File: config.mk
export PLATFORM = sky130hd
export DESIGN_NAME = wheel_speed_cadence_capture
export DESIGN_NICKNAME = d
export VERILOG_FILES = /design/src/hw/rtl/wscc_pkg.sv /design/src/hw/rtl/wscc_front.sv /design/src/hw/rtl/wscc_div.sv /design/src/hw/rtl/wscc_back.sv /design/src/hw/rtl/wheel_speed_cadence_capture.sv
export SDC_FILE = /design/constraint.sdc
export NUM_CORES = 2
export LEC_CHECK = 0
export ABC_AREA = 1
export BUFFER_PORTS_ARGS = -buffer_cell sky130_fd_sc_hd__buf_2
export CORE_MARGIN = 2
export CORE_UTILIZATION = 50
export CTS_CLUSTER_DIAMETER = 50
export DETAILED_ROUTE_END_ITERATION = 6
export GPL_ROUTABILITY_DRIVEN = 0
export PLACE_DENSITY = 0.66
export SYNTH_ARGS = -nofsm -noshare
export SYNTH_HDL_FRONTEND = slang
export SYNTH_HIERARCHICAL = 1
export SYNTH_SLANG_ARGS = --single-unit
File: constraint.sdc
create_clock -name clk -period 14.35 [get_ports clk]
set_input_delay 2.87 -clock clk [delete_from_list [all_inputs] [get_ports clk]]
set_output_delay 2.87 -clock clk [all_outputs]
set_load 0.1 [all_outputs]
File: src/hw/rtl/wscc_pkg.sv
// shared types, constants and codes for the wheel speed and cadence capture block
`default_nettype none

package wscc_pkg;

  localparam int TIMER_WIDTH_DEF      = 32;
  localparam int WRAP_COUNT_WIDTH_DEF = 8;

  localparam int NUM_WIDTH       = 32;
  localparam int CFG_INDEX_WIDTH = 3;
  localparam int CFG_DATA_WIDTH  = 32;
  localparam int LIMIT_WIDTH     = 8;
  localparam int MARGIN_WIDTH    = 16;
  localparam int Q8_WIDTH        = 16;
  localparam int REV_WIDTH       = 32;
  localparam int CAP_WIDTH       = 32;
  localparam int CMD_DEPTH       = 4;

  localparam logic [CFG_INDEX_WIDTH-1:0] CFG_SPEED_NUM    = 3'd0;
  localparam logic [CFG_INDEX_WIDTH-1:0] CFG_CADENCE_NUM  = 3'd1;
  localparam logic [CFG_INDEX_WIDTH-1:0] CFG_TIMER_RELOAD = 3'd2;
  localparam logic [CFG_INDEX_WIDTH-1:0] CFG_WRAP_LIMIT   = 3'd3;
  localparam logic [CFG_INDEX_WIDTH-1:0] CFG_GLITCH       = 3'd4;

  localparam logic [1:0] MODE_WHEEL = 2'd0;
  localparam logic [1:0] MODE_CRANK = 2'd1;
  localparam logic [1:0] MODE_WRAP  = 2'd2;

  localparam logic [NUM_WIDTH-1:0]    RESET_TIMER_RELOAD = '1;
  localparam logic [LIMIT_WIDTH-1:0]  RESET_WRAP_LIMIT   = 8'd3;
  localparam logic [MARGIN_WIDTH-1:0] RESET_GLITCH       = 16'd12800;

  typedef enum logic [1:0] {
    K_WHEEL,
    K_CRANK,
    K_WRAP,
    K_NONE
  } cmd_kind_t;

  typedef enum logic [2:0] {
    ST_IDLE,
    ST_MUL,
    ST_SUB,
    ST_DIV,
    ST_COMMIT
  } back_state_t;

  typedef struct packed {
    logic [1:0]           mode;
    logic [CAP_WIDTH-1:0] capture_value;
    logic                 recording_on;
  } in_item_t;

  typedef struct packed {
    logic [Q8_WIDTH-1:0]  speed_q8;
    logic [Q8_WIDTH-1:0]  max_speed_q8;
    logic [Q8_WIDTH-1:0]  cadence_q8;
    logic [REV_WIDTH-1:0] wheel_revolutions;
  } out_item_t;

  typedef struct packed {
    cmd_kind_t            kind;
    logic [CAP_WIDTH-1:0] capture;
    logic                 recording;
  } cmd_t;

  function automatic logic [Q8_WIDTH-1:0] sat_q8(input logic [NUM_WIDTH-1:0] q);
    logic [Q8_WIDTH-1:0] r;
    if (q[NUM_WIDTH-1:Q8_WIDTH] != '0) begin
      r = '1;
    end else begin
      r = q[Q8_WIDTH-1:0];
    end
    return r;
  endfunction

endpackage

`default_nettype wire

File: src/hw/rtl/wscc_front.sv
// front end: takes events, decodes their kind and queues them for the back end
`default_nettype none

module wscc_front import wscc_pkg::*; #(
  parameter int TIMER_WIDTH = TIMER_WIDTH_DEF
) (
  input  wire logic     clk,
  input  wire logic     rst,
  input  wire logic     push,
  output logic          full,
  input  wire in_item_t item,
  input  wire logic     cmd_pop,
  output logic          cmd_empty,
  output cmd_t          cmd
);

  localparam int PTR_W = $clog2(CMD_DEPTH);
  localparam int CNT_W = $clog2(CMD_DEPTH + 1);

  cmd_t             slots [CMD_DEPTH];
  logic [PTR_W-1:0] wr_ptr;
  logic [PTR_W-1:0] rd_ptr;
  logic [CNT_W-1:0] count;
  cmd_t             decoded;
  logic             do_push;
  logic             do_pop;

  always_comb begin
    case (item.mode)
      MODE_WHEEL: decoded.kind = K_WHEEL;
      MODE_CRANK: decoded.kind = K_CRANK;
      MODE_WRAP:  decoded.kind = K_WRAP;
      default:    decoded.kind = K_NONE;
    endcase
    // capture counts live modulo the timer width
    decoded.capture   = CAP_WIDTH'(item.capture_value[TIMER_WIDTH-1:0]);
    decoded.recording = item.recording_on;
  end

  assign full      = (count == CNT_W'(CMD_DEPTH));
  assign cmd_empty = (count == '0);
  assign do_push   = push && !full;
  assign do_pop    = cmd_pop && !cmd_empty;
  assign cmd       = slots[rd_ptr];

  always_ff @(posedge clk) begin
    if (do_push) begin
      slots[wr_ptr] <= decoded;
    end
  end

  always_ff @(posedge clk) begin
    if (rst) begin
      wr_ptr <= '0;
      rd_ptr <= '0;
      count  <= '0;
    end else begin
      if (do_push) begin
        wr_ptr <= wr_ptr + 1'b1;
      end
      if (do_pop) begin
        rd_ptr <= rd_ptr + 1'b1;
      end
      if (do_push && !do_pop) begin
        count <= count + 1'b1;
      end else if (!do_push && do_pop) begin
        count <= count - 1'b1;
      end
    end
  end

endmodule

`default_nettype wire

File: src/hw/rtl/wscc_div.sv
// restoring serial divider, one quotient bit per cycle
`default_nettype none

module wscc_div import wscc_pkg::*; #(
  parameter int DIVISOR_WIDTH = NUM_WIDTH + 1
) (
  input  wire logic                     clk,
  input  wire logic                     rst,
  input  wire logic                     start,
  input  wire logic [NUM_WIDTH-1:0]     dividend,
  input  wire logic [DIVISOR_WIDTH-1:0] divisor,
  output logic                          done,
  output logic [NUM_WIDTH-1:0]          quotient
);

  localparam int CNT_W = $clog2(NUM_WIDTH);
  localparam int CMP_W = (DIVISOR_WIDTH > NUM_WIDTH + 1) ? DIVISOR_WIDTH : NUM_WIDTH + 1;

  logic                     busy;
  logic [CNT_W-1:0]         cnt;
  logic [NUM_WIDTH:0]       rem;
  logic [NUM_WIDTH-1:0]     dq;
  logic [DIVISOR_WIDTH-1:0] dsr;
  logic [NUM_WIDTH:0]       rem_sh;
  logic [CMP_W-1:0]         rem_ext;
  logic [CMP_W-1:0]         dsr_ext;
  logic [CMP_W-1:0]         diff;
  logic                     fits;

  always_comb begin
    rem_sh  = {rem[NUM_WIDTH-1:0], dq[NUM_WIDTH-1]};
    rem_ext = CMP_W'(rem_sh);
    dsr_ext = CMP_W'(dsr);
    fits    = (rem_ext >= dsr_ext);
    diff    = rem_ext - dsr_ext;
  end

  assign quotient = dq;

  always_ff @(posedge clk) begin
    if (start) begin
      rem <= '0;
      dq  <= dividend;
      dsr <= divisor;
    end else if (busy) begin
      rem <= fits ? diff[NUM_WIDTH:0] : rem_sh;
      dq  <= {dq[NUM_WIDTH-2:0], fits};
    end
  end

  always_ff @(posedge clk) begin
    if (rst) begin
      busy <= 1'b0;
      done <= 1'b0;
      cnt  <= '0;
    end else begin
      done <= 1'b0;
      if (start) begin
        busy <= 1'b1;
        cnt  <= '0;
      end else if (busy) begin
        cnt <= cnt + 1'b1;
        if (cnt == CNT_W'(NUM_WIDTH - 1)) begin
          busy <= 1'b0;
          done <= 1'b1;
        end
      end
    end
  end

endmodule

`default_nettype wire

File: src/hw/rtl/wscc_back.sv
// back end: configuration, measurement state, period and quotient sequencing, result slot
`default_nettype none

module wscc_back import wscc_pkg::*; #(
  parameter int TIMER_WIDTH      = TIMER_WIDTH_DEF,
  parameter int WRAP_COUNT_WIDTH = WRAP_COUNT_WIDTH_DEF
) (
  input  wire logic                       clk,
  input  wire logic                       rst,
  input  wire logic                       cfg_write,
  input  wire logic [CFG_INDEX_WIDTH-1:0] cfg_index,
  input  wire logic [CFG_DATA_WIDTH-1:0]  cfg_data,
  input  wire logic                       cmd_empty,
  input  wire cmd_t                       cmd,
  output logic                            cmd_pop,
  output logic                            empty,
  input  wire logic                       pop,
  output out_item_t                       result
);

  localparam int TW    = TIMER_WIDTH;
  localparam int WW    = WRAP_COUNT_WIDTH;
  localparam int PW    = WW + NUM_WIDTH;
  localparam int TKW   = PW + 1;
  localparam int LIM_W = (WW > LIMIT_WIDTH) ? WW : LIMIT_WIDTH;

  // configuration
  logic [NUM_WIDTH-1:0]    speed_numerator;
  logic [NUM_WIDTH-1:0]    cadence_numerator;
  logic [NUM_WIDTH-1:0]    timer_reload;
  logic [LIMIT_WIDTH-1:0]  wrap_limit;
  logic [MARGIN_WIDTH-1:0] glitch_margin;

  // measurement state
  logic [TW-1:0]        wheel_last;
  logic                 wheel_have_prev;
  logic [WW-1:0]        wheel_wraps;
  logic [Q8_WIDTH-1:0]  speed_value;
  logic [Q8_WIDTH-1:0]  speed_peak;
  logic [TW-1:0]        crank_first;
  logic                 crank_phase;
  logic [WW-1:0]        crank_wraps;
  logic [Q8_WIDTH-1:0]  cadence_value;
  logic [REV_WIDTH-1:0] rev_count;

  logic [TW-1:0]        wheel_last_next;
  logic                 wheel_have_prev_next;
  logic [WW-1:0]        wheel_wraps_next;
  logic [Q8_WIDTH-1:0]  speed_value_next;
  logic [Q8_WIDTH-1:0]  speed_peak_next;
  logic [TW-1:0]        crank_first_next;
  logic                 crank_phase_next;
  logic [WW-1:0]        crank_wraps_next;
  logic [Q8_WIDTH-1:0]  cadence_value_next;
  logic [REV_WIDTH-1:0] rev_count_next;

  back_state_t          state;
  back_state_t          state_next;
  cmd_t                 cur;
  logic [PW-1:0]        prod;
  logic                 div_start;
  logic                 div_done;
  logic [NUM_WIDTH-1:0] div_quot;
  logic                 commit;
  logic                 out_valid;
  logic                 out_free;
  logic                 measure;

  logic [TW-1:0]        cur_cap;
  logic [TW-1:0]        sel_last;
  logic [WW-1:0]        sel_wraps;
  logic [NUM_WIDTH-1:0] sel_num;
  logic [TW-1:0]        short_diff;
  logic [TKW-1:0]       long_sum;
  logic [TKW-1:0]       then_ext;
  logic [TKW-1:0]       ticks;
  logic [Q8_WIDTH-1:0]  cand;
  logic [Q8_WIDTH:0]    speed_limit;
  logic [WW-1:0]        wheel_wraps_inc;
  logic [WW-1:0]        crank_wraps_inc;

  always_ff @(posedge clk) begin
    if (rst) begin
      speed_numerator   <= '0;
      cadence_numerator <= '0;
      timer_reload      <= RESET_TIMER_RELOAD;
      wrap_limit        <= RESET_WRAP_LIMIT;
      glitch_margin     <= RESET_GLITCH;
    end else if (cfg_write) begin
      case (cfg_index)
        CFG_SPEED_NUM:    speed_numerator   <= cfg_data;
        CFG_CADENCE_NUM:  cadence_numerator <= cfg_data;
        CFG_TIMER_RELOAD: timer_reload      <= cfg_data;
        CFG_WRAP_LIMIT:   wrap_limit        <= cfg_data[LIMIT_WIDTH-1:0];
        CFG_GLITCH:       glitch_margin     <= cfg_data[MARGIN_WIDTH-1:0];
        default: ;
      endcase
    end
  end

  assign out_free = !out_valid || pop;
  assign empty    = !out_valid;
  assign measure  = (cmd.kind == K_WHEEL && wheel_have_prev) ||
                    (cmd.kind == K_CRANK && crank_phase);

  always_comb begin
    state_next = state;
    cmd_pop    = 1'b0;
    div_start  = 1'b0;
    commit     = 1'b0;
    case (state)
      ST_IDLE: begin
        if (!cmd_empty) begin
          cmd_pop    = 1'b1;
          state_next = measure ? ST_MUL : ST_COMMIT;
        end
      end
      ST_MUL: begin
        state_next = ST_SUB;
      end
      ST_SUB: begin
        div_start  = 1'b1;
        state_next = ST_DIV;
      end
      ST_DIV: begin
        if (div_done) begin
          state_next = ST_COMMIT;
        end
      end
      ST_COMMIT: begin
        if (out_free) begin
          commit     = 1'b1;
          state_next = ST_IDLE;
        end
      end
      default: begin
        state_next = ST_IDLE;
      end
    endcase
  end

  always_ff @(posedge clk) begin
    if (rst) begin
      state <= ST_IDLE;
    end else begin
      state <= state_next;
    end
  end

  // channel operands of the item in flight
  always_comb begin
    cur_cap   = cur.capture[TW-1:0];
    sel_last  = (cur.kind == K_WHEEL) ? wheel_last : crank_first;
    sel_wraps = (cur.kind == K_WHEEL) ? wheel_wraps : crank_wraps;
    sel_num   = (cur.kind == K_WHEEL) ? speed_numerator : cadence_numerator;
  end

  always_ff @(posedge clk) begin
    if (cmd_pop) begin
      cur <= cmd;
    end
    if (state == ST_MUL) begin
      prod <= PW'(sel_wraps) * PW'(timer_reload);
    end
  end

  // period in ticks, clamped at zero when the wrap-extended count falls short
  always_comb begin
    short_diff = cur_cap - sel_last;
    long_sum   = TKW'(cur_cap) + TKW'(prod);
    then_ext   = TKW'(sel_last);
    if (sel_wraps == '0) begin
      ticks = TKW'(short_diff);
    end else if (long_sum >= then_ext) begin
      ticks = long_sum - then_ext;
    end else begin
      ticks = '0;
    end
  end

  wscc_div #(
    .DIVISOR_WIDTH(TKW)
  ) u_div (
    .clk      (clk),
    .rst      (rst),
    .start    (div_start),
    .dividend (sel_num),
    .divisor  (ticks),
    .done     (div_done),
    .quotient (div_quot)
  );

  // zero ticks gives an all-ones quotient, which saturates as required
  assign cand            = sat_q8(div_quot);
  assign speed_limit     = {1'b0, speed_value} + {1'b0, glitch_margin};
  assign wheel_wraps_inc = (wheel_wraps == '1) ? wheel_wraps : wheel_wraps + 1'b1;
  assign crank_wraps_inc = (crank_wraps == '1) ? crank_wraps : crank_wraps + 1'b1;

  always_comb begin
    wheel_last_next      = wheel_last;
    wheel_have_prev_next = wheel_have_prev;
    wheel_wraps_next     = wheel_wraps;
    speed_value_next     = speed_value;
    speed_peak_next      = speed_peak;
    crank_first_next     = crank_first;
    crank_phase_next     = crank_phase;
    crank_wraps_next     = crank_wraps;
    cadence_value_next   = cadence_value;
    rev_count_next       = rev_count;
    case (cur.kind)
      K_WHEEL: begin
        if (cur.recording) begin
          rev_count_next = rev_count + 1'b1;
        end
        if (wheel_have_prev) begin
          if ({1'b0, cand} < speed_limit) begin
            speed_value_next = cand;
          end
          if (speed_peak < speed_value_next) begin
            speed_peak_next = speed_value_next;
          end
        end
        wheel_last_next      = cur_cap;
        wheel_have_prev_next = 1'b1;
        wheel_wraps_next     = '0;
      end
      K_CRANK: begin
        if (crank_phase) begin
          cadence_value_next = cand;
          crank_phase_next   = 1'b0;
        end else begin
          crank_first_next = cur_cap;
          crank_phase_next = 1'b1;
        end
        crank_wraps_next = '0;
      end
      K_WRAP: begin
        wheel_wraps_next = wheel_wraps_inc;
        crank_wraps_next = crank_wraps_inc;
        if (LIM_W'(wheel_wraps_inc) > LIM_W'(wrap_limit)) begin
          wheel_have_prev_next = 1'b0;
          speed_value_next     = '0;
        end
        if (LIM_W'(crank_wraps_inc) > LIM_W'(wrap_limit)) begin
          crank_phase_next   = 1'b0;
          cadence_value_next = '0;
        end
      end
      default: ;
    endcase
  end

  always_ff @(posedge clk) begin
    if (rst) begin
      wheel_last      <= '0;
      wheel_have_prev <= 1'b0;
      wheel_wraps     <= '0;
      speed_value     <= '0;
      speed_peak      <= '0;
      crank_first     <= '0;
      crank_phase     <= 1'b0;
      crank_wraps     <= '0;
      cadence_value   <= '0;
      rev_count       <= '0;
    end else if (commit) begin
      wheel_last      <= wheel_last_next;
      wheel_have_prev <= wheel_have_prev_next;
      wheel_wraps     <= wheel_wraps_next;
      speed_value     <= speed_value_next;
      speed_peak      <= speed_peak_next;
      crank_first     <= crank_first_next;
      crank_phase     <= crank_phase_next;
      crank_wraps     <= crank_wraps_next;
      cadence_value   <= cadence_value_next;
      rev_count       <= rev_count_next;
    end
  end

  // one-entry result slot
  always_ff @(posedge clk) begin
    if (commit) begin
      result.speed_q8          <= speed_value_next;
      result.max_speed_q8      <= speed_peak_next;
      result.cadence_q8        <= cadence_value_next;
      result.wheel_revolutions <= rev_count_next;
    end
  end

  always_ff @(posedge clk) begin
    if (rst) begin
      out_valid <= 1'b0;
    end else if (commit) begin
      out_valid <= 1'b1;
    end else if (pop) begin
      out_valid <= 1'b0;
    end
  end

endmodule

`default_nettype wire

File: src/hw/rtl/wheel_speed_cadence_capture.sv
// top level of the wheel speed and pedal cadence capture block
// Usage:
//   Events enter through a queue-style port: drive item and raise push; the
//   transaction happens at a clock edge with push high and full low. Each
//   event is a wheel capture, a crank capture or a timer wrap.
//   Every event yields one result (speed, peak speed, cadence, revolutions)
//   on the result port; it is taken at an edge with pop high and empty low.
//   Registers are written through cfg_write/cfg_index/cfg_data at any edge,
//   and should only change while no event is in flight.
// Timing:
//   A four-entry event queue decouples the input from the execution unit.
//   Captures that measure a period pass through these back end steps in
//   order: take the event, form the wraps times reload product, compute
//   the period, run the serial divider (one quotient bit per cycle) and
//   commit. Other events go straight from taking the event to the commit.
//   A result waits in a one-entry slot while pop is low; the back end then
//   holds its next event and the queue fills until full rises.
// Reset: synchronous rst clears control state and loads register defaults.
`default_nettype none

module wheel_speed_cadence_capture import wscc_pkg::*; #(
  parameter int TIMER_WIDTH      = TIMER_WIDTH_DEF,
  parameter int WRAP_COUNT_WIDTH = WRAP_COUNT_WIDTH_DEF
) (
  input  wire logic                       clk,
  input  wire logic                       rst,
  input  wire logic                       push,
  output logic                            full,
  input  wire in_item_t                   item,
  output logic                            empty,
  input  wire logic                       pop,
  output out_item_t                       result,
  input  wire logic                       cfg_write,
  input  wire logic [CFG_INDEX_WIDTH-1:0] cfg_index,
  input  wire logic [CFG_DATA_WIDTH-1:0]  cfg_data
);

  logic cmd_pop;
  logic cmd_empty;
  cmd_t cmd;

  wscc_front #(
    .TIMER_WIDTH(TIMER_WIDTH)
  ) u_front (
    .clk       (clk),
    .rst       (rst),
    .push      (push),
    .full      (full),
    .item      (item),
    .cmd_pop   (cmd_pop),
    .cmd_empty (cmd_empty),
    .cmd       (cmd)
  );

  wscc_back #(
    .TIMER_WIDTH      (TIMER_WIDTH),
    .WRAP_COUNT_WIDTH (WRAP_COUNT_WIDTH)
  ) u_back (
    .clk       (clk),
    .rst       (rst),
    .cfg_write (cfg_write),
    .cfg_index (cfg_index),
    .cfg_data  (cfg_data),
    .cmd_empty (cmd_empty),
    .cmd       (cmd),
    .cmd_pop   (cmd_pop),
    .empty     (empty),
    .pop       (pop),
    .result    (result)
  );

endmodule

`default_nettype wire
==> results_dict.tcl <==
set metrics [dict create \
    status "finished clean" \
    crit_path_max_incr_delay_ns 0.85 \
    avgSynthCellArea_um2 8.03 \
    grt.total_usage_pct 26.2 \
    grt_pass1_wl_um 197000 \
    numCtsBuffers 94 \
    synth-seq-cells 702 \
    synthAdderAreaFrac_pct 15.4 \
    die-area_mm2 0.0936 \
    dieWidth_um 306 \
    worstMarginPinSlew_ns 1.20 \
    final_cell_mix "nand2_1 (1,210), inv_1 (755), nor2_1 (731)" \
    rsz0062_at_grt "no" \
    async_reset_ff_share_pct 0 \
    start_util_pct 50.6 \
    io_buffers 156 \
    grt_max_degree 120 \
    cp_data_required_time_ns 14.76 \
    route.detailed.drc 0 \
    die_h_um 306 \
    wl_per_cell_um 17.5 \
    fmax_mhz 135 \
    critPathMaxFanout 46 \
    synthSimpleGateAreaFrac_pct 20.7 \
    cp_slowest_cell "clkinv_1" \
    cp.arrival_ns 7.80 \
    synth_top_area_cell "edfxtp_1" \
    design.portCount 157 \
    synth_cell_types 64 \
    vias 38227 \
    cts_resized 0 \
    antenna_found_initial 4 \
    clock_latency_ns 0.69 \
    met3_wirelength_um 7040 \
    core-area_mm2 0.0901 \
    synth_area_mm2 0.0456 \
    min_period_over_period_pct 51.5 \
    drtPass1Iterations 6 \
    cap_violations 0 \
    synth_edf_count 368 \
    ys_warn_count 6 \
    syn_nets 6203 \
    seq_area_frac_synth_pct 38.9 \
    min_period_ns 7.39 \
    finalWorstSetupSlack_ns 6.96 \
    synth_top_family_by_area "simple AND/OR/NAND/NOR gates" \
    cts.clk_slew.worst_paths_ns 0.06 \
    hold_viol_final 0 \
    drv_slew 0 \
    postCtsHoldBufs 0 \
    finClkSkew_ns 0.0373 \
    grt_overflow 0 \
    synth-compound-area-share_pct 12.6 \
    dpl.hpwl_um 89700 \
    worstSetupPathType "flop to flop" \
    slew_headroom_pct 19.6 \
    top_layer "met5" \
    grt_pass1_vias 36144 \
    viasPerCell 5.44 \
    drt_iter0_markers 3005 \
    synth_cells 5680 \
    cts_tree "yes" \
    final_common_cell "nand2_1" \
    syn_to_final_growth_pct 10.5 \
    worst_path_most_repeated_cell "nand2_1" \
    start_kind "flop" \
    fin_nets 6292 \
    cts_sinks 702 \
    cp-end-kind "flop" \
    routed_wl_um 123000 \
    place_ws_ns 6.96 \
    synthFlopType "edfxtp_1" \
    drive_above_1_share_pct 7.30 \
    synthMuxAreaShare_pct 0.681 \
    finalSetupViolCount 0 \
    post_cts_buffers 0 \
    hp-class "flop to flop" \
    cts-root-buf "clkbuf_16" \
    row_count 110 \
    htreeDepth 3 \
    finalCoreUtilization_pct 55.9 \
    fin_setup_tns_ns 0 \
    synth.top_cell.area_share_pct 24.2 \
    ant_nets 0 \
    clk_path_buf_depth 3 \
    wl_met1_um 55600 \
    synth-xor-area-share_pct 3.57 \
    wl_met2_um 55800 \
    yosys-top-cells-area "edfxtp_1 (24%), dfxtp_1 (15%), nand2_1 (10%)" \
]
state kept, by name (all words and copies together) (netlist names), 3 cells and up, named ones only:
signal,cells
u_back/state,3
u_back/glitch_margin,16
u_back/u_div/cnt,5
u_back/cadence_numerator,32
u_back/u_div/dsr,41
u_front/slots,140
u_back/wheel_last,32
u_back/cadence_value,16
u_back/speed_peak,16
u_back/u_div/quotient,32
u_back/crank_wraps,8
u_back/timer_reload,32
u_back/u_div/rem,32
u_back/crank_first,32
u_back/cur_cap,32
u_back/wheel_wraps,8
u_back/speed_numerator,32
u_back/rev_count,32
u_back/prod,40
u_back/speed_value,16
u_back/wrap_limit,8
u_front/count,3
u_back/result,80
u_back/cur,3
metrics by stage:
step	hold slack [ns]	area, µm²	std cells
finish	0.468	50400	7026
global route	0.484	50400	7025
CTS	0.471	50400	7025
detailed placement	0.459	47300	6849
global placement	0.456	47300	6849
floorplan	0.432	45600	5680
worst paths after layout:
kind / startpoint / end / slack, ns / cells after the start
setup / recovery: u_back/cur[33]$_DFFE_PP_ / u_back/prod[36]$_DFFE_PP_ / 6.96 / 33
hold / removal: u_back/u_div/rem[27]$_SDFFE_PP0P_ / u_back/u_div/rem[27]$_SDFFE_PP0P_ / 0.47 / 2
setup reg to reg: u_back/cur[33]$_DFFE_PP_ / u_back/prod[36]$_DFFE_PP_ / 6.96 / 33
hold reg to reg: u_back/u_div/rem[27]$_SDFFE_PP0P_ / u_back/u_div/rem[27]$_SDFFE_PP0P_ / 0.47 / 2
per-layer routing:
layer	global-route usage, %	vias up
met5	0	-
li1	-	18732
met2	42.3	1199
met1	36.3	18067
met4	9.27	4
met3	3.46	225
cell families after synthesis:
logic type	count (synthesis)
AO/OA/AOI/OAI	1049
XOR/XNOR	182
adder cells (fa/ha/maj)	448
buffers and inverters	959
flip-flops	702
multiplexers	31
AND/OR/NAND/NOR	2309
worst max-delay path: cells and delay by family (launching register included):
kind | cells | cell delay (ns)
and+or+nand+nor | 19 | 1.74
adders and majority gates | 5 | 2.27
buffers and inverters | 4 | 1.72
xor gates and xnor gates | 1 | 0.15
DFF | 1 | 0.38
AOI/OAI and AO/OA | 4 | 0.86
cell usage after synthesis (9+ instances only):
| library cell | n |
|---|---|
| o21ai_0 | 421 |
| edfxtp_1 | 368 |
| nor4_1 | 9 |
| buf_2 | 25 |
| o21bai_1 | 20 |
| a31oi_1 | 33 |
| a21boi_0 | 9 |
| fa_1 | 186 |
| o21ai_1 | 63 |
| ha_1 | 262 |
| dfxtp_1 | 334 |
| o22ai_1 | 52 |
| nand2_2 | 23 |
| nor2_1 | 743 |
| a21oi_1 | 336 |
| nor3_1 | 47 |
| inv_1 | 757 |
| clkbuf_1 | 131 |
| nand4_1 | 31 |
| nand2_1 | 1210 |
| nand3_1 | 186 |
| mux2i_1 | 31 |
| xor2_1 | 115 |
| nand3b_1 | 21 |
| xnor2_1 | 64 |
| o211ai_1 | 39 |
| buf_1 | 16 |
| o21a_1 | 31 |
| buf_4 | 11 |
layout make-up:
| type | instances | area (µm²) |
|---|---|---|
| fillers | 8329 | 39800 |
| multi-input cells | 4019 | 24200 |
| flip-flops and latches | 702 | 17700 |
| inverters | 768 | 2890 |
| clock buffers | 111 | 2500 |
| well taps | 1176 | 1470 |
| repair buffers | 184 | 993 |
| clock inverters | 65 | 599 |
| diodes | 1 | 2.50 |
Power is left out: the tool's default activity adds up to more than one toggle a clock period on the data nets, which glitch-free logic cannot reach.
